### src/hdl/priority_target_selector_assert.svh
// Assertion macros shared by the selector RTL.
// Each macro takes a label, an antecedent, a consequent and a message string.
`ifndef PRIORITY_TARGET_SELECTOR_ASSERT_SVH
`define PRIORITY_TARGET_SELECTOR_ASSERT_SVH

// Same-cycle implication, checked out of reset.
`define PTS_ASSERT_NOW(lbl, ante, cons, msg) \
  lbl: assert property (@(posedge clk) disable iff (!rst_n) (ante) |-> (cons)) \
    else $error(msg);

// Next-cycle implication, checked out of reset.
`define PTS_ASSERT_NEXT(lbl, ante, cons, msg) \
  lbl: assert property (@(posedge clk) disable iff (!rst_n) (ante) |=> (cons)) \
    else $error(msg);

`endif

### src/hdl/pts_pkg.sv
`default_nettype none

package pts_pkg;

  // Default geometry of the counter store
  localparam int NUM_COLORS_DEF = 5;
  localparam int NUM_LABELS_DEF = 15;

  // Priority walk limits
  localparam int PRIORITY_SLOTS = 5;
  localparam int REG_SLOTS      = 5;
  localparam int SLOT_CAP       = (PRIORITY_SLOTS < REG_SLOTS) ? PRIORITY_SLOTS : REG_SLOTS;
  localparam int SLOT_W         = 3;
  localparam int LABEL_W        = 4;
  localparam int COLOR_W        = 3;
  localparam int CNT_W          = 8;
  localparam int MASK_W         = 10;
  localparam int SHOOT_LABELS   = 10;

  localparam logic [LABEL_W-1:0] EMPTY_SLOT = 4'hF;
  localparam logic [CNT_W-1:0]   CNT_MAX    = 8'hFF;

  // Configuration port
  localparam int CFG_INDEX_W = 3;
  localparam int CFG_DATA_W  = 20;

  typedef enum logic [CFG_INDEX_W-1:0] {
    REG_TARGET_COLOR = 3'd0,
    REG_PRIO_LIST    = 3'd1,
    REG_PRIO_COUNT   = 3'd2,
    REG_APPEAR_THR   = 3'd3,
    REG_LOST_LIMIT   = 3'd4
  } cfg_reg_t;

  // Register reset values
  localparam logic [COLOR_W-1:0]    RST_TARGET_COLOR = 3'd0;
  localparam logic [CFG_DATA_W-1:0] RST_PRIO_LIST    = 20'h43210;
  localparam logic [SLOT_W-1:0]     RST_PRIO_COUNT   = 3'd5;
  localparam logic [CNT_W-1:0]      RST_APPEAR_THR   = 8'd5;
  localparam logic [CNT_W-1:0]      RST_LOST_LIMIT   = 8'd10;

  // Frame sequencer
  typedef enum logic [1:0] {
    ST_IDLE,
    ST_SWEEP,
    ST_DRAIN,
    ST_WALK
  } state_t;

endpackage

`default_nettype wire

### src/hdl/priority_target_selector.sv
// Priority target selector. Detections stream in on in_* one word per cycle while the block
// is idle; the word with in_tlast closes a frame and yields exactly one result word on out_*.
// Input then stalls until the result is loaded into the output register, which also waits
// while the previous result waits on out_tready. The appearance counters live in one memory
// with one read and one write port, and the frame-end update sweeps it one entry per cycle,
// after which the priority list is walked one slot per cycle. The counters need no clearing
// pass after reset: a flag marks the memory as unwritten until the first sweep, and reads
// before then count as zero. Configuration writes are accepted in every cycle but are meant
// to be issued only while the block is idle.

`default_nettype none

`include "priority_target_selector_assert.svh"

module priority_target_selector #(
  parameter int NUM_COLORS = pts_pkg::NUM_COLORS_DEF,
  parameter int NUM_LABELS = pts_pkg::NUM_LABELS_DEF
) (
  input  wire logic                               clk,
  input  wire logic                               rst_n,
  // detection input
  input  wire logic                               in_tvalid,
  output logic                                    in_tready,
  input  wire logic [23:0]                        in_tdata,  // det_color, det_label, shootable_mask
  input  wire logic                               in_tuser,  // det_valid
  input  wire logic                               in_tlast,  // last_of_frame
  // result output
  output logic                                    out_tvalid,
  input  wire logic                               out_tready,
  output logic [7:0]                              out_tdata, // target_label, tracker_reset
  output logic                                    out_tuser, // target_valid
  // configuration writes
  input  wire logic                               cfg_valid,
  output logic                                    cfg_ready,
  input  wire logic [pts_pkg::CFG_INDEX_W-1:0]    cfg_index,
  input  wire logic [pts_pkg::CFG_DATA_W-1:0]     cfg_data
);

  localparam int PAIRS = NUM_COLORS * NUM_LABELS;
  localparam int AW    = (PAIRS > 1) ? $clog2(PAIRS) : 1;
  localparam int CW    = (NUM_COLORS > 1) ? $clog2(NUM_COLORS) : 1;
  localparam int LW    = (NUM_LABELS > 1) ? $clog2(NUM_LABELS) : 1;

  localparam int LBW = pts_pkg::LABEL_W;
  localparam int CNW = pts_pkg::CNT_W;

  // Unpack input word
  logic [pts_pkg::COLOR_W-1:0] det_color;
  logic [LBW-1:0]              det_label;
  logic [pts_pkg::MASK_W-1:0]  det_mask;
  logic                        det_valid;
  logic                        in_fire;
  logic                        det_in_range;

  assign det_color = in_tdata[2:0];
  assign det_label = in_tdata[6:3];
  assign det_mask  = in_tdata[16:7];
  assign det_valid = in_tuser;
  assign in_fire   = in_tvalid && in_tready;
  assign det_in_range = det_valid && ({1'b0, det_color} < 4'(NUM_COLORS)) &&
                        (det_label < 4'(NUM_LABELS));

  // Configuration registers
  logic [pts_pkg::COLOR_W-1:0]    target_color_r;
  logic [pts_pkg::CFG_DATA_W-1:0] prio_list_r;
  logic [pts_pkg::SLOT_W-1:0]     prio_count_r;
  logic [CNW-1:0]                 appear_thr_r;
  logic [CNW-1:0]                 lost_limit_r;

  assign cfg_ready = 1'b1;

  always_ff @(posedge clk) begin
    if (!rst_n) begin
      target_color_r <= pts_pkg::RST_TARGET_COLOR;
      prio_list_r    <= pts_pkg::RST_PRIO_LIST;
      prio_count_r   <= pts_pkg::RST_PRIO_COUNT;
      appear_thr_r   <= pts_pkg::RST_APPEAR_THR;
      lost_limit_r   <= pts_pkg::RST_LOST_LIMIT;
    end else if (cfg_valid && cfg_ready) begin
      case (cfg_index)
        pts_pkg::REG_TARGET_COLOR: target_color_r <= cfg_data[2:0];
        pts_pkg::REG_PRIO_LIST:    prio_list_r    <= cfg_data;
        pts_pkg::REG_PRIO_COUNT:   prio_count_r   <= cfg_data[2:0];
        pts_pkg::REG_APPEAR_THR:   appear_thr_r   <= cfg_data[7:0];
        pts_pkg::REG_LOST_LIMIT:   lost_limit_r   <= cfg_data[7:0];
        default: ;
      endcase
    end
  end

  // Sequencer state and datapath registers
  pts_pkg::state_t state_r, state_nxt;

  logic [NUM_COLORS-1:0][NUM_LABELS-1:0] seen_r;
  logic [NUM_LABELS-1:0]                 elig_r;
  logic [pts_pkg::MASK_W-1:0]            mask_r;
  logic                                  cnt_ok_r;

  logic [CW-1:0]  sw_col_r;
  logic [LW-1:0]  sw_lab_r;
  logic [AW-1:0]  sw_addr_r;
  logic           sw_last;

  logic           wb_vld_r;
  logic [CW-1:0]  wb_col_r;
  logic [LW-1:0]  wb_lab_r;
  logic [AW-1:0]  wb_addr_r;
  logic           wb_seen_r;
  logic [CNW-1:0] rd_data_r;
  logic [CNW-1:0] cnt_cur;
  logic [CNW-1:0] cnt_new;

  logic           held_valid_r;
  logic [LBW-1:0] held_label_r;
  logic [CNW-1:0] lost_r;
  logic           held_seen;

  logic [pts_pkg::SLOT_W-1:0] slot_r;
  logic [pts_pkg::SLOT_W-1:0] slot_lim;
  logic [pts_pkg::CFG_DATA_W-1:0] prio_shift;
  logic [LBW-1:0] walk_label;
  logic           walk_end;
  logic           walk_shoot;
  logic           walk_is_held;
  logic           walk_keep;
  logic           walk_sel;
  logic           walk_decide;
  logic           out_free;
  logic           walk_fire;

  logic           out_valid_r;
  logic           out_tgt_valid_r;
  logic [LBW-1:0] out_label_r;
  logic           out_reset_r;

  logic           sweep_rd;

  // Counter memory: one read and one write port, registered read
  logic [CNW-1:0] cnt_mem [PAIRS];

  always_ff @(posedge clk) begin
    if (sweep_rd) begin
      rd_data_r <= cnt_mem[sw_addr_r];
    end
    if (wb_vld_r) begin
      cnt_mem[wb_addr_r] <= cnt_new;
    end
  end

  // Next state
  assign sw_last = (sw_col_r == CW'(NUM_COLORS - 1)) && (sw_lab_r == LW'(NUM_LABELS - 1));

  always_comb begin
    state_nxt = state_r;
    case (state_r)
      pts_pkg::ST_IDLE:  if (in_fire && in_tlast) state_nxt = pts_pkg::ST_SWEEP;
      pts_pkg::ST_SWEEP: if (sw_last) state_nxt = pts_pkg::ST_DRAIN;
      pts_pkg::ST_DRAIN: state_nxt = pts_pkg::ST_WALK;
      pts_pkg::ST_WALK:  if (walk_fire) state_nxt = pts_pkg::ST_IDLE;
      default:           state_nxt = pts_pkg::ST_IDLE;
    endcase
  end

  // State outputs
  always_comb begin
    in_tready = 1'b0;
    sweep_rd  = 1'b0;
    case (state_r)
      pts_pkg::ST_IDLE:  in_tready = 1'b1;
      pts_pkg::ST_SWEEP: sweep_rd  = 1'b1;
      default: ;
    endcase
  end

  always_ff @(posedge clk) begin
    if (!rst_n) begin
      state_r <= pts_pkg::ST_IDLE;
    end else begin
      state_r <= state_nxt;
    end
  end

  // Write-back value: increment when seen, saturating, else clear
  assign cnt_cur = cnt_ok_r ? rd_data_r : '0;
  always_comb begin
    if (!wb_seen_r) begin
      cnt_new = '0;
    end else if (cnt_cur == pts_pkg::CNT_MAX) begin
      cnt_new = cnt_cur;
    end else begin
      cnt_new = cnt_cur + CNW'(1);
    end
  end

  // Sweep address walk and read pipeline
  always_ff @(posedge clk) begin
    if (!rst_n) begin
      wb_vld_r <= 1'b0;
    end else begin
      wb_vld_r <= sweep_rd;
    end
    if (state_r == pts_pkg::ST_IDLE) begin
      sw_col_r  <= '0;
      sw_lab_r  <= '0;
      sw_addr_r <= '0;
    end else if (sweep_rd) begin
      sw_addr_r <= sw_addr_r + AW'(1);
      if (sw_lab_r == LW'(NUM_LABELS - 1)) begin
        sw_lab_r <= '0;
        sw_col_r <= sw_col_r + CW'(1);
      end else begin
        sw_lab_r <= sw_lab_r + LW'(1);
      end
    end
    wb_col_r  <= sw_col_r;
    wb_lab_r  <= sw_lab_r;
    wb_addr_r <= sw_addr_r;
    wb_seen_r <= seen_r[sw_col_r][sw_lab_r];
  end

  // Seen bitmap: set on detections, drop at the end of the sweep
  always_ff @(posedge clk) begin
    if (!rst_n) begin
      seen_r <= '0;
    end else if (state_r == pts_pkg::ST_DRAIN) begin
      seen_r <= '0;
    end else if (in_fire && det_in_range) begin
      seen_r[det_color[CW-1:0]][det_label[LW-1:0]] <= 1'b1;
    end
  end

  // Memory holds real counts once a full sweep has written every entry
  always_ff @(posedge clk) begin
    if (!rst_n) begin
      cnt_ok_r <= 1'b0;
    end else if (state_r == pts_pkg::ST_DRAIN) begin
      cnt_ok_r <= 1'b1;
    end
  end

  // Per-label eligibility for the target colour, captured during write-back
  always_ff @(posedge clk) begin
    if (in_fire && in_tlast) begin
      elig_r <= '0;
      mask_r <= det_mask;
    end else if (wb_vld_r && (pts_pkg::COLOR_W'(wb_col_r) == target_color_r)) begin
      elig_r[wb_lab_r] <= (cnt_new > appear_thr_r);
    end
  end

  // Held target seen in this frame
  assign held_seen = held_valid_r && ({1'b0, target_color_r} < 4'(NUM_COLORS)) &&
                     (held_label_r < 4'(NUM_LABELS)) &&
                     seen_r[target_color_r[CW-1:0]][held_label_r[LW-1:0]];

  // Priority walk, one slot per cycle
  assign slot_lim   = (prio_count_r > pts_pkg::SLOT_W'(pts_pkg::SLOT_CAP)) ?
                      pts_pkg::SLOT_W'(pts_pkg::SLOT_CAP) : prio_count_r;
  assign prio_shift = prio_list_r >> {slot_r, 2'b00};
  assign walk_label = prio_shift[LBW-1:0];
  assign walk_end   = (slot_r >= slot_lim);
  assign walk_shoot = (walk_label < 4'(pts_pkg::SHOOT_LABELS)) &&
                      (walk_label < 4'(NUM_LABELS)) && mask_r[walk_label];
  assign walk_is_held = held_valid_r && (walk_label == held_label_r);
  assign walk_keep  = !walk_end && (walk_label != pts_pkg::EMPTY_SLOT) && walk_is_held &&
                      walk_shoot && (lost_r <= lost_limit_r);
  assign walk_sel   = !walk_end && (walk_label != pts_pkg::EMPTY_SLOT) && !walk_is_held &&
                      walk_shoot && elig_r[walk_label[LW-1:0]];
  assign walk_decide = walk_end || walk_keep || walk_sel;
  assign out_free    = !out_valid_r || out_tready;
  assign walk_fire   = (state_r == pts_pkg::ST_WALK) && walk_decide && out_free;

  always_ff @(posedge clk) begin
    if (state_r == pts_pkg::ST_DRAIN) begin
      slot_r <= '0;
    end else if ((state_r == pts_pkg::ST_WALK) && !walk_decide) begin
      slot_r <= slot_r + pts_pkg::SLOT_W'(1);
    end
  end

  // Held target and lost-frame counter
  always_ff @(posedge clk) begin
    if (!rst_n) begin
      held_valid_r <= 1'b0;
      held_label_r <= '0;
      lost_r       <= '0;
    end else if (state_r == pts_pkg::ST_DRAIN) begin
      if (held_seen) begin
        lost_r <= '0;
      end else if (held_valid_r && (lost_r != pts_pkg::CNT_MAX)) begin
        lost_r <= lost_r + CNW'(1);
      end
    end else if (walk_fire && !walk_keep) begin
      if (walk_sel) begin
        held_valid_r <= 1'b1;
        held_label_r <= walk_label;
        lost_r       <= '0;
      end else begin
        held_valid_r <= 1'b0;
        held_label_r <= '0;
      end
    end
  end

  // Output register: load on decision, drop when taken
  always_ff @(posedge clk) begin
    if (!rst_n) begin
      out_valid_r <= 1'b0;
    end else if (walk_fire) begin
      out_valid_r <= 1'b1;
    end else if (out_tready) begin
      out_valid_r <= 1'b0;
    end
    if (walk_fire) begin
      out_tgt_valid_r <= walk_keep || walk_sel;
      out_label_r     <= walk_keep ? held_label_r : (walk_sel ? walk_label : '0);
      out_reset_r     <= !walk_keep;
    end
  end

  assign out_tvalid = out_valid_r;
  assign out_tuser  = out_tgt_valid_r;
  assign out_tdata  = {3'b000, out_reset_r, out_label_r};

  // Checks
  `PTS_ASSERT_NOW(a_idle_label_zero, !held_valid_r, held_label_r == '0,
    "label held without a target")
  `PTS_ASSERT_NOW(a_held_shootable, held_valid_r, held_label_r < 4'(pts_pkg::SHOOT_LABELS),
    "held label outside the shootable range")
  `PTS_ASSERT_NEXT(a_fire_loads_out, walk_fire,
    (state_r == pts_pkg::ST_IDLE) && out_tvalid, "decision did not reach the output")
  `PTS_ASSERT_NEXT(a_drain_clears, state_r == pts_pkg::ST_DRAIN,
    (state_r == pts_pkg::ST_WALK) && cnt_ok_r && (seen_r == '0),
    "sweep end did not clear the seen map")
  `PTS_ASSERT_NOW(a_keep_has_target, out_tvalid && !out_reset_r, out_tgt_valid_r,
    "kept result without a target")

endmodule

`default_nettype wire
### config.mk
export PLATFORM = sky130hd
export DESIGN_NAME = priority_target_selector
export DESIGN_NICKNAME = d
export VERILOG_FILES = /design/src/hdl/pts_pkg.sv /design/src/hdl/priority_target_selector.sv
export VERILOG_INCLUDE_DIRS = /design/src /design/src/hdl
export SDC_FILE = /design/constraint.sdc
export NUM_CORES = 1
export LEC_CHECK = 0
export BUFFER_PORTS_ARGS = -buffer_cell sky130_fd_sc_hd__buf_2
export CAP_MARGIN = 30
export CORE_ASPECT_RATIO = 1.4
export CORE_MARGIN = 8
export CORE_UTILIZATION = 45
export CTS_BUF_LIST = sky130_fd_sc_hd__clkbuf_4
export DETAILED_ROUTE_END_ITERATION = 6
export SLEW_MARGIN = 15
export SYNTH_ARGS = -nofsm -noshare
export SYNTH_HDL_FRONTEND = slang
export SYNTH_SLANG_ARGS = --single-unit
export TNS_END_PERCENT = 100
### constraint.sdc
create_clock -name clk -period 7 [get_ports clk]
set_input_delay 1.4 -clock clk [delete_from_list [all_inputs] [get_ports clk]]
set_output_delay 1.4 -clock clk [all_outputs]
set_load 0.01 [all_outputs]
==> out/results.ini, run 1 <==
[layout]
final_common_cell=edfxtp_1
nets=2368
num-fill-cells=6191
layout.area.seq_mm2=0.0224
area_growth_pct=11.5
multi_input_area_mm2=0.0104
final_cell_mix=edfxtp_1, clkbuf_4, mux4_2, nor2_1, dfxtp_1
drive_gt1_share_pct=27.3

[floorplanning]
die-width_um=246
core-area_mm2=0.0737
die_area_mm2=0.0833
dieHeight_um=338
num_rows=118
ioPinCount=66
start_util_pct=45.3

[detailed_routing]
wl_per_cell_um=22.8
via_per_inst=5.60
detail-route-antenna-nets=0
drt_iter0_drc=1368
firstDrtPassIters=5
route.detailed.drc=0
wl_um=77700
vias=19062

[global_routing]
grtUsageTotal_pct=18.6
met2_usage_pct=33.2
grt_pass1_vias=19904
grt_max_degree=99
antenna_found_initial=4
use_met1_pct=20.8
busiest_layer=met2
grt_pass1_wl_um=118000
overflow=0
grt_use_met3_pct=4.27

[logic_synthesis]
yosysWarnings=0
syn_avg_cell_area_um2=15.8
synth-async-reset-ratio_pct=0
syn_inst=2118
synth_cell_type_count=81
ys_seq_elements=806
seq_area_frac_synth_pct=67.0
netlist_area_mm2=0.0334
synth-edff-count=624
synth_ff_type=edfxtp_1

[cts]
ctsResizeCount=0
cts_buffers=191
cts_tree=done
cts.clk_slew.worst_paths_ns=0.07
clkLatencyLatePin_ns=1.07
cts-root-buf=clkbuf_4
cts_max_level=4
cts_hold_buffers=0
cts_setup_buffers=0
clockBufferDepth=3
clock_sinks=806

[timing]
finalCritPeriodShare_pct=64.0
fmax_ghz=0.223
timing.final.hold_violations=0
finalSetupViolations=0
slew_viol_final=0
slew_headroom_pct=38.2
fin_skew_ns=0.0781
tightest_slew_ns=0.919
rsz0062_at_grt=no
final.min_clock_period_ns=4.48
tns_ns=0

[setup_path]
cp-start-kind=flop
reg2reg_depth=18
cp-startpoint=cnt_ok_r
crit_type=reg -> reg
regToRegStartpoint=cnt_ok_r
worst_r2r_endpoint=elig_r[3]
cp-end-kind=flop
reg2reg_slack_ns=2.52
crit_fanout=76
critPathCapture=elig_r[3]
critPathRequiredTime_ns=7.89
critical_path_arrival_ns=5.36

[power]
swShare_pct=25.4
p_total_mw=10.0
ir_worst_vdd_mv=0.192
leakagePower_nw=10.6
clock_power_share_pct=37.9
p_int_mw=7.48
power.density_mw_per_mm2=269
p_comb_share_pct=9.9
seq_power_share_pct=52.1
p_sw_mw=2.55

[placed_design]
gp_congestion=0.813
port-buffer-count=54
dp_hpwl_um=49300

[run]
drv_cap=0

[min_path]
hold_path_class=reg -> reg

[status]
outcome=complete, no violations

-- cells by family after synthesis --
kind of cell	synth area share [%]
adder cells (fa/ha/maj)	1.09
AO/OA/AOI/OAI	5.39
AND/OR/NAND/NOR	7.34
buffers and inverters	1.98
multiplexers	16.7
other	0.0225
XOR/XNOR	0.472
flip-flops	67.0
-- synth_stat cells (all sizes together), types with 7 or more instances --
| library cell | number | area share [%] |
|---|---|---|
| ha | 29 | 1.1 |
| o22ai | 12 | 0.22 |
| mux2i | 46 | 1.4 |
| inv | 37 | 0.42 |
| xor2 | 7 | 0.18 |
| nand2b | 15 | 0.30 |
| nand2 | 161 | 1.9 |
| nand3 | 35 | 0.52 |
| o21ai | 51 | 0.76 |
| mux2 | 20 | 0.69 |
| nor2 | 209 | 2.4 |
| a21oi | 116 | 1.7 |
| and2 | 8 | 0.15 |
| nor3 | 21 | 0.31 |
| dfxtp | 182 | 11 |
| buf | 47 | 0.76 |
| xnor2 | 11 | 0.29 |
| a31oi | 14 | 0.26 |
| a21o | 8 | 0.18 |
| nor2b | 24 | 0.45 |
| and3 | 9 | 0.18 |
| clkbuf | 71 | 0.80 |
| mux4 | 217 | 15 |
| a21boi | 36 | 0.82 |
| nor3b | 8 | 0.21 |
| or3 | 10 | 0.19 |
| edfxtp | 624 | 56 |
| nand4 | 15 | 0.28 |
-- metal layers --
layer	wire length (um)	part of all wire (%)	vias up
li1	-	-	8699
met4	2870	3.7	0
met5	0	0	-
met1	29300	38	9674
met3	3590	4.6	175
met2	42000	54	514
-- stage by stage --
step,utilization [%],area (um2),setup slack (ns),hold WS [ns],instances
after floorplan,-,33400,0.790,0.329,2120
after global placement,47.0,34600,2.54,0.433,3039
after detailed placement,47.1,34700,2.49,0.444,3047
after CTS,50.5,37200,2.46,0.379,3392
after global routing,50.5,37200,2.07,0.398,3401
final,50.5,37200,2.52,0.438,3401
-- how the worst min path moves through the flow --
stage / cells after the start / from / endpoint
6_report: 0 / sw_col_r[1] / wb_col_r[1]
5_1_grt: 1 / in_tdata[13] / mask_r[6]
4_1_cts: 1 / in_tdata[10] / mask_r[3]
3_5_place_dp: 0 / sw_col_r[1] / wb_col_r[1]
3_3_place_gp: 0 / sw_lab_r[0] / wb_lab_r[0]
2_1_floorplan: 0 / sw_addr_r[4] / wb_addr_r[4]
-- power by group through the flow --
stage / sequential (mW) / clock (mW) / combinational, mW
global placement: 5.36 / 0 / 0.948
global route: 5.24 / 4.14 / 1.08
detailed placement: 5.36 / 0 / 0.971
floorplan: 5.28 / 0 / 0.795
CTS: 5.26 / 3.92 / 0.974
finish: 5.23 / 3.81 / 0.994
-- critical path, stage by stage (launching register included) --
cell and delay [ns]:
dfxtp_1 0.51, and2_1 0.24, ha_1 0.21, nand2_1 0.06, nor3_1 0.28, nand4_1 0.38
nand2_1 0.20, xor2_1 0.14, and2_2 0.15, buf_4 0.59, ha_1 0.38, o21a_1 0.10
o21ai_0 0.14, nand2b_1 0.08, a21oi_1 0.13, o21ai_0 0.08, o31a_1 0.32, mux2i_1 0.25
nor2_1 0.06
-- registers in the layout (all words and copies together) (netlist names), 7 cells and up --
signal,count
lost_r,8
wb_addr_r,7
rd_data_r,8
elig_r,15
seen_r,75
lost_limit_r,8
cnt_mem,600
prio_list_r,20
appear_thr_r,8
sw_addr_r,7
mask_r,10
-- area by class of cell --
cell class / count / share of cell area (%)
flip-flops and latches: 806 / 60.1
multi-input cells: 1159 / 28.0
clock buffers: 277 / 5.58
well taps: 960 / 3.23
repair buffers: 90 / 1.67
clock inverters: 68 / 1.02
inverters: 37 / 0.373
diodes: 4 / 0.0269
Note: power is estimated with default switching activity, not from simulation.
==> run 2, diff against run 1 <==
--- a/config.mk
+++ b/config.mk
@@ -6,6 +6,7 @@
 export SDC_FILE = /design/constraint.sdc
 export NUM_CORES = 1
 export LEC_CHECK = 0
+export ABC_AREA = 1
 export BUFFER_PORTS_ARGS = -buffer_cell sky130_fd_sc_hd__buf_2
 export CAP_MARGIN = 30
 export CORE_ASPECT_RATIO = 1.4
==> constraint.sdc (replaced) <==
create_clock -name clk -period 3.8 [get_ports clk]
set_input_delay 0.76 -clock clk [delete_from_list [all_inputs] [get_ports clk]]
set_output_delay 0.76 -clock clk [all_outputs]
set_load 0.01 [all_outputs]
==> out/results.ini, run 2 <==
[status]
outcome=complete, but fails checks  ; was complete, no violations
violations=DRC

[timing]
tightest_slew_ns=0.956  ; was 0.919 ns
tns_ns=0  ; unchanged
finalSetupViolations=0  ; unchanged
slew_viol_final=0  ; unchanged
fin_skew_ns=0.0842  ; was 0.0781 ns
final.min_clock_period_ns=3.35  ; was 4.48 ns
rsz0062_at_grt=no  ; unchanged
slew_headroom_pct=36.3  ; was 38.2%
timing.final.hold_violations=0  ; unchanged
finalCritPeriodShare_pct=88.2  ; was 64.0%
fmax_ghz=0.298  ; was 0.223 GHz

[cts]
clkLatencyLatePin_ns=1.06  ; was 1.07 ns
cts-root-buf=clkbuf_4  ; unchanged
clockBufferDepth=3  ; unchanged
cts_tree=done  ; unchanged
cts.clk_slew.worst_paths_ns=0.06  ; was 0.07 ns
cts_buffers=191  ; unchanged
cts_max_level=4  ; unchanged
clock_sinks=806  ; unchanged

[power]
ir_worst_vdd_mv=0.487  ; was 0.192 mV
p_sw_mw=6.89  ; was 2.55 mW
clock_power_share_pct=31.8  ; was 37.9%
leakagePower_nw=14.2  ; was 10.6 nW
p_comb_share_pct=22.2  ; was 9.9%
power.density_mw_per_mm2=558  ; was 269 mW/mm2
seq_power_share_pct=46.0  ; was 52.1%
swShare_pct=32.6  ; was 25.4%
p_int_mw=14.3  ; was 7.48 mW

[layout]
final_common_cell=edfxtp_1  ; unchanged
num-fill-cells=6733  ; was 6191
top_register=cnt_mem  ; unchanged
drive_gt1_share_pct=12.6  ; was 27.3%
area_growth_pct=11.9  ; was 11.5%
top_regs=cnt_mem (600), seen_r (75), prio_list_r (20)  ; unchanged
final_cell_mix=edfxtp_1, nor2_1, o21ai_0, nand2_1, clkbuf_4  ; was edfxtp_1, clkbuf_4, mux4_2, nor2_1, dfxtp_1
largest_reg_flops=600  ; unchanged
utilization_pct=50.6  ; was 50.5%
nets=3445  ; was 2368

[logic_synthesis]
yosys-top-cells-count=edfxtp_1, nor2_1, o21ai_0  ; was edfxtp_1, mux4_2, nor2_1
seq_area_frac_synth_pct=66.0  ; was 67.0%
yosysWarnings=0  ; unchanged
yosysTopAreaCellShare_pct=55.3  ; was 56.1%
syn_inst=3217  ; was 2118
synth-async-reset-ratio_pct=0  ; unchanged
synth_top_cell_by_area=edfxtp_1  ; unchanged
ys_seq_elements=806  ; unchanged
synth_most_common_cell=edfxtp_1  ; unchanged
syn_avg_cell_area_um2=10.5  ; was 15.8 um2
netlist_area_mm2=0.0339  ; was 0.0334 mm2
synth-edff-count=624  ; unchanged
synth_ff_type=edfxtp_1  ; unchanged
synth_cell_type_count=49  ; was 81
ys_top_cells_by_area=edfxtp_1, dfxtp_1, o21ai_0  ; was edfxtp_1, mux4_2, dfxtp_1

[setup_path]
max_stage_delay_ns=0.50  ; was 0.59 ns
cp-start-kind=flop  ; unchanged
cpLargestDelayFamily=simple AND/OR/NAND/NOR gates  ; unchanged
crit_buf_inv=3  ; was 1
cp-end-kind=flop  ; unchanged
crit_fanout=15  ; was 76
crit_top_cell=nand2_1
worstPathCellList=nand2_1 -> inv_1 -> ha_1 -> nand2_1 -> nor2_2 -> nand4_1 -> buf_4 -> nand2_2 -> inv_1 -> a21boi_0 -> nor3_4 -> ha_1 -> nand2_1 -> nor2_1 -> nand3_1 -> o21ai_4 -> a311oi_1  ; was and2_1 -> ha_1 -> nand2_1 -> nor3_1 -> nand4_1 -> nand2_1 -> xor2_1 -> and2_2 -> buf_4 -> ha_1 -> o21a_1 -> o21ai_0 -> nand2b_1 -> a21oi_1 -> o21ai_0 -> o31a_1 -> mux2i_1 -> nor2_1
critPathRequiredTime_ns=4.67  ; was 7.89 ns
critPathSlowestCell=dfxtp_1  ; was buf_4
critical_path_arrival_ns=4.22  ; was 5.36 ns
crit_type=reg -> reg  ; unchanged

[floorplanning]
die_area_mm2=0.0845  ; was 0.0833 mm2
ioPinCount=66  ; unchanged
num_rows=119  ; was 118
dieHeight_um=341  ; was 338 um
die-width_um=248  ; was 246 um
core-area_mm2=0.0749  ; was 0.0737 mm2
start_util_pct=45.3  ; about the same

[placed_design]
gp_congestion=0.883  ; was 0.813
port-buffer-count=54  ; unchanged
dp_hpwl_um=57600  ; was 49300 um

[detailed_routing]
detail-route-antenna-nets=0  ; unchanged
firstDrtPassIters=7  ; was 5
drt_iter0_drc=2072  ; was 1368
route.detailed.drc=5  ; was 0
vias=25544  ; was 19.1k
via_per_inst=5.71  ; was 5.60
wl_um=94400  ; was 77700 um
wl_per_cell_um=21.1  ; was 22.8 um

[global_routing]
grt_pass1_vias=25518  ; was 19.9k
overflow=0  ; unchanged
use_met1_pct=24.3  ; was 20.8%
busiest_layer=met2  ; unchanged
met2_usage_pct=39.4  ; was 33.2%
antenna_found_initial=3  ; was 4
grt_use_met3_pct=4.11  ; was 4.27%
grtUsageTotal_pct=22.0  ; was 18.6%
grt_max_degree=148  ; was 99
grt_pass1_wl_um=143000  ; was 118000 um

[run]
drv_cap=0  ; unchanged

[min_path]
hold_path_class=in -> reg  ; was reg -> reg

==> run 2: changes by cell type after synthesis, moves of 25 or more <==
cell / before / now
o221ai_1: 2 / 54
nor2_1: 208 / 542
o21ai_0: 51 / 457
nand3_1: 35 / 146
a21boi_0: 31 / 1
a21oi_1: 115 / 204
mux2i_1: 46 / 0
inv_1: 36 / 184
o22ai_1: 12 / 110
mux4_2: 217 / 0
o211ai_1: 5 / 30
nand2_1: 159 / 303
clkbuf_1: 71 / 171
==> run 2: repair_timing <==
action	CTS	global route
endpoints found under the hold margin	27	0
gates resized for setup	0	1
setup buffers	0	0
hold buffers	34	0
endpoints found under the setup margin	0	5
==> run 2: final timing paths <==
path / start / endpoint / slack [ns] / cells past startpoint
max reg2reg: cnt_ok_r / elig_r[4] / 0.45 / 17
min reg2reg: sw_col_r[0] / wb_col_r[0] / 0.37 / 0
max: cnt_ok_r / elig_r[4] / 0.45 / 17
min: cfg_data[2] / appear_thr_r[2] / 0.12 / 3
==> run 2: worst reg2reg max path: cells and delay by family, from the launching register on <==
kind / cells / cell delay [ns]
flops: 1 / 0.50
fa+ha+maj: 2 / 0.49
buf+inv: 3 / 0.37
compound gates: 3 / 0.87
simple gates: 9 / 0.99
==> run 2: cell type report <==
cell class	count	area, um2	area share, %
flip-flops and latches	806	22400	59.0
multi-input cells	2030	10100	26.7
clock buffers	269	2020	5.32
well taps	968	1210	3.19
repair buffers	141	1110	2.92
inverters	192	731	1.93
clock inverters	65	317	0.835
diodes	4	10.0	0.0264
==> run 2: layer usage <==
layer	routed length [um]	part of all wire [%]	vias to the layer above
met4	4600	4.9	0
met1	35000	37	12324
met5	0	0	-
met2	49000	52	998
li1	-	-	11951
met3	5810	6.2	271
==> run 2: per-stage QoR <==
| step | setup WS, ns | cells | power, mW | instance area (um2) | hold slack, ns |
|---|---|---|---|---|---|
| after detailed placement | 0.310 | 4103 | 14.5 | 35200 | 0.367 |
| after floorplan | 0.0224 | 3219 | 13.0 | 34000 | 0.329 |
| after global placement | 0.505 | 4103 | 14.4 | 35200 | 0.369 |
| after CTS | 0.274 | 4471 | 21.3 | 37900 | 0.00429 |
| final | 0.447 | 4475 | 21.2 | 37900 | 0.120 |
| after global routing | 0.116 | 4474 | 22.2 | 37900 | 0.0119 |
==> run 2: logic make-up (layout without fill, tap and decap cells) <==
| logic type | after synthesis | in the layout | share of synthesized area, % |
|---|---|---|---|
| compound gates | 913 | 913 | 15.1 |
| simple gates | 1076 | 1076 | 13.1 |
| other cells | 2 | 8 | 0.0222 |
| flops | 806 | 806 | 66.0 |
| xor+xnor | 8 | 8 | 0.207 |
| fa+ha+maj | 29 | 29 | 1.07 |
| buf+inv | 383 | 667 | 4.43 |
==> run 2: power groups by stage <==
stage | logic, mW | registers, mW | clock network (mW)
final | 4.69 | 9.73 | 6.73
after global routing | 5.13 | 9.74 | 7.35
after CTS | 4.68 | 9.72 | 6.90
after detailed placement | 4.63 | 9.92 | 0
after global placement | 4.48 | 9.91 | 0
after floorplan | 3.22 | 9.81 | 0
==> run 3, diff against run 2 <==
--- a/config.mk
+++ b/config.mk
@@ -14,7 +14,7 @@
 export CORE_UTILIZATION = 45
 export CTS_BUF_LIST = sky130_fd_sc_hd__clkbuf_4
 export DETAILED_ROUTE_END_ITERATION = 6
-export SLEW_MARGIN = 15
+export PLACE_DENSITY = 0.7
 export SYNTH_ARGS = -nofsm -noshare
 export SYNTH_HDL_FRONTEND = slang
 export SYNTH_SLANG_ARGS = --single-unit
==> out/results.ini, run 3 (synthesis gave the netlist of run 2 again) <==
[global_routing]
antenna_found_initial=2  ; was 3
overflow=0  ; unchanged
grtUsageTotal_pct=20.7  ; was 22.0%
grt_pass1_wl_um=136000  ; was 143000 um
grt_pass1_vias=24606  ; was 25.5k
grt_max_degree=185  ; was 148

[floorplanning]
dieHeight_um=341  ; unchanged
ioPinCount=66  ; unchanged
start_util_pct=45.3  ; unchanged
num_rows=119  ; unchanged
die-width_um=248  ; unchanged
die_area_mm2=0.0845  ; unchanged
core-area_mm2=0.0749  ; unchanged

[setup_path]
critical_path_arrival_ns=4.27  ; was 4.22 ns
worstPathCellList=nand2_1 -> inv_1 -> ha_1 -> nand2_1 -> nor2_2 -> nand4_1 -> nand2_2 -> inv_1 -> a21boi_0 -> nor3_4 -> ha_1 -> nand2_1 -> nor2_1 -> nand3_1 -> o21ai_2 -> a311oi_1  ; was nand2_1 -> inv_1 -> ha_1 -> nand2_1 -> nor2_2 -> nand4_1 -> buf_4 -> nand2_2 -> inv_1 -> a21boi_0 -> nor3_4 -> ha_1 -> nand2_1 -> nor2_1 -> nand3_1 -> o21ai_4 -> a311oi_1
reg2reg_slack_ns=0.40  ; was 0.45 ns
cp-end-kind=flop  ; unchanged
crit_fanout=15  ; unchanged
cp-start-kind=flop  ; unchanged
regToRegStartpoint=cnt_ok_r  ; unchanged
crit_top_cell=nand2_1  ; unchanged
worst_r2r_endpoint=elig_r[6]  ; was elig_r[4]
critPathRequiredTime_ns=4.67  ; about the same
crit_type=reg -> reg  ; unchanged
reg2reg_depth=16  ; was 17
max_stage_delay_ns=0.56  ; was 0.50 ns
critPathSlowestCell=o21ai_2  ; was dfxtp_1

[power]
p_total_mw=21.2  ; about the same
p_int_mw=14.5  ; was 14.3 mW
ir_worst_vdd_mv=0.372  ; was 0.487 mV
p_comb_share_pct=21.7  ; was 22.2%
clock_power_share_pct=32.4  ; was 31.8%
seq_power_share_pct=45.9  ; was 46.0%
swShare_pct=31.8  ; was 32.6%
power.density_mw_per_mm2=559  ; was 558 mW/mm2
p_sw_mw=6.75  ; was 6.89 mW
leakagePower_nw=14.3  ; was 14.2 nW

[cts]
clkLatencyLatePin_ns=1.03  ; was 1.06 ns
clock_sinks=806  ; unchanged
clockBufferDepth=3  ; unchanged
cts-root-buf=clkbuf_4  ; unchanged
cts_buffers=185  ; was 191
cts.clk_slew.worst_paths_ns=0.07  ; was 0.06 ns
cts_tree=done  ; unchanged
cts_setup_buffers=0  ; unchanged
cts_max_level=4  ; unchanged

[timing]
slew_headroom_pct=30.3  ; was 36.3%
whs_ns=0.136  ; was 0.120 ns
final.min_clock_period_ns=3.40  ; was 3.35 ns
fin_skew_ns=0.0533  ; was 0.0842 ns
finalSetupViolations=0  ; unchanged
tns_ns=0  ; unchanged
rsz0062_at_grt=no  ; unchanged
tightest_slew_ns=1.04  ; was 0.956 ns
timing.final.hold_violations=0  ; unchanged
finalCritPeriodShare_pct=89.5  ; was 88.2%
fmax_ghz=0.294  ; was 0.298 GHz
setup_slack_ns=0.400  ; was 0.447 ns
slew_viol_final=0  ; unchanged

[layout]
final_cell_mix=edfxtp_1, nor2_1, o21ai_0, nand2_1, clkbuf_4  ; unchanged
drive_gt1_share_pct=13.0  ; was 12.6%
nets=3439  ; was 3445
area_growth_pct=12.0  ; was 11.9%
top_register=cnt_mem  ; unchanged
final_common_cell=edfxtp_1  ; unchanged
top_regs=cnt_mem (600), seen_r (75), prio_list_r (20)  ; unchanged
largest_reg_flops=600  ; unchanged

[detailed_routing]
wl_per_cell_um=19.9  ; was 21.1 um
wl_met1_um=33300  ; was 35000 um
route.detailed.drc=0  ; was 5
wl_um=88900  ; was 94400 um
via_per_inst=5.65  ; was 5.71
met3_length_um=5410  ; was 5810 um
drt_iter0_drc=2051  ; was 2072
vias=25286  ; was 25.5k
routed.top_layer=met4  ; unchanged
wl_met2_um=45800  ; was 49000 um
firstDrtPassIters=6  ; was 7
detail-route-antenna-nets=0  ; unchanged

[placed_design]
port-buffer-count=54  ; unchanged
gp_congestion=0.921  ; was 0.883
dp_hpwl_um=54100  ; was 57600 um
pre_cts_ws_ns=0.452  ; was 0.310 ns

[run]
drv_cap=0  ; unchanged

[min_path]
hold-path-endpoint=prio_count_r[1]  ; was appear_thr_r[2]
hold_path_class=in -> reg  ; unchanged
min_path_cells=3  ; unchanged
min-delay-start=cfg_data[1]  ; was cfg_data[2]

[status]
outcome=complete, no violations  ; was complete, but fails checks

## run 3: cell count changes in the layout (fill, tap and decap cells not counted), sizes merged, moves of 5 or more
cell | before | now
clkbuf | 269 | 274
dlygate4sd3 | 34 | 28
buf | 107 | 113
clkinv | 59 | 52
## run 3: worst max-delay path, delay by kind of cell, from the launching register on
family	cells	cell delay (ns)
buffers and inverters	2	0.16
DFF	1	0.51
AOI/OAI and AO/OA	3	1.05
adders and majority gates	2	0.50
and+or+nand+nor	9	1.04
## run 3: power groups by stage
stage	logic (mW)	clock network (mW)	registers [mW]
after floorplan	3.22	0	9.81
after global placement	4.45	0	9.92
after global routing	5.08	7.46	9.75
after detailed placement	4.54	0	9.93
after CTS	4.58	7.02	9.73
final	4.61	6.87	9.74
## run 3: through the flow
stage,util [%],cells,cell area (um2)
final,50.7,4476,37900
after floorplan,-,3219,34000
after detailed placement,47.1,4108,35300
after global routing,50.7,4476,37900
after CTS,50.6,4470,37900
after global placement,47.1,4108,35300
## run 3: metal layers
metal	vias up	track usage [%]
met1	12131	23.4
li1	11940	-
met3	249	3.94
met4	0	11.8
met5	-	0
met2	966	36.4
## run 3: cell type report
cell class,instances,area [um2]
fill,6591,36900
sequential,806,22400
multi-input combinational,2030,10100
clock buffer,274,2060
tap,968,1210
timing repair buffer,141,1080
inverter,192,731
clock inverter,60,334
antenna,5,12.5
## run 3: worst max-delay path by stage
stage,end,start,cells past startpoint
floorplan,elig_r[5],cnt_ok_r,18
global placement,elig_r[8],cnt_ok_r,16
global route,elig_r[6],cnt_ok_r,16
CTS,elig_r[8],cnt_ok_r,16
detailed placement,elig_r[6],cnt_ok_r,16
finish,elig_r[6],cnt_ok_r,16
## run 3: what timing repair did
action / in CTS / in global routing
resized for setup: 0 / 0
endpoints found under the hold margin: 29 / 0
setup endpoints to repair: 0 / 0
hold buffers: 28 / 0
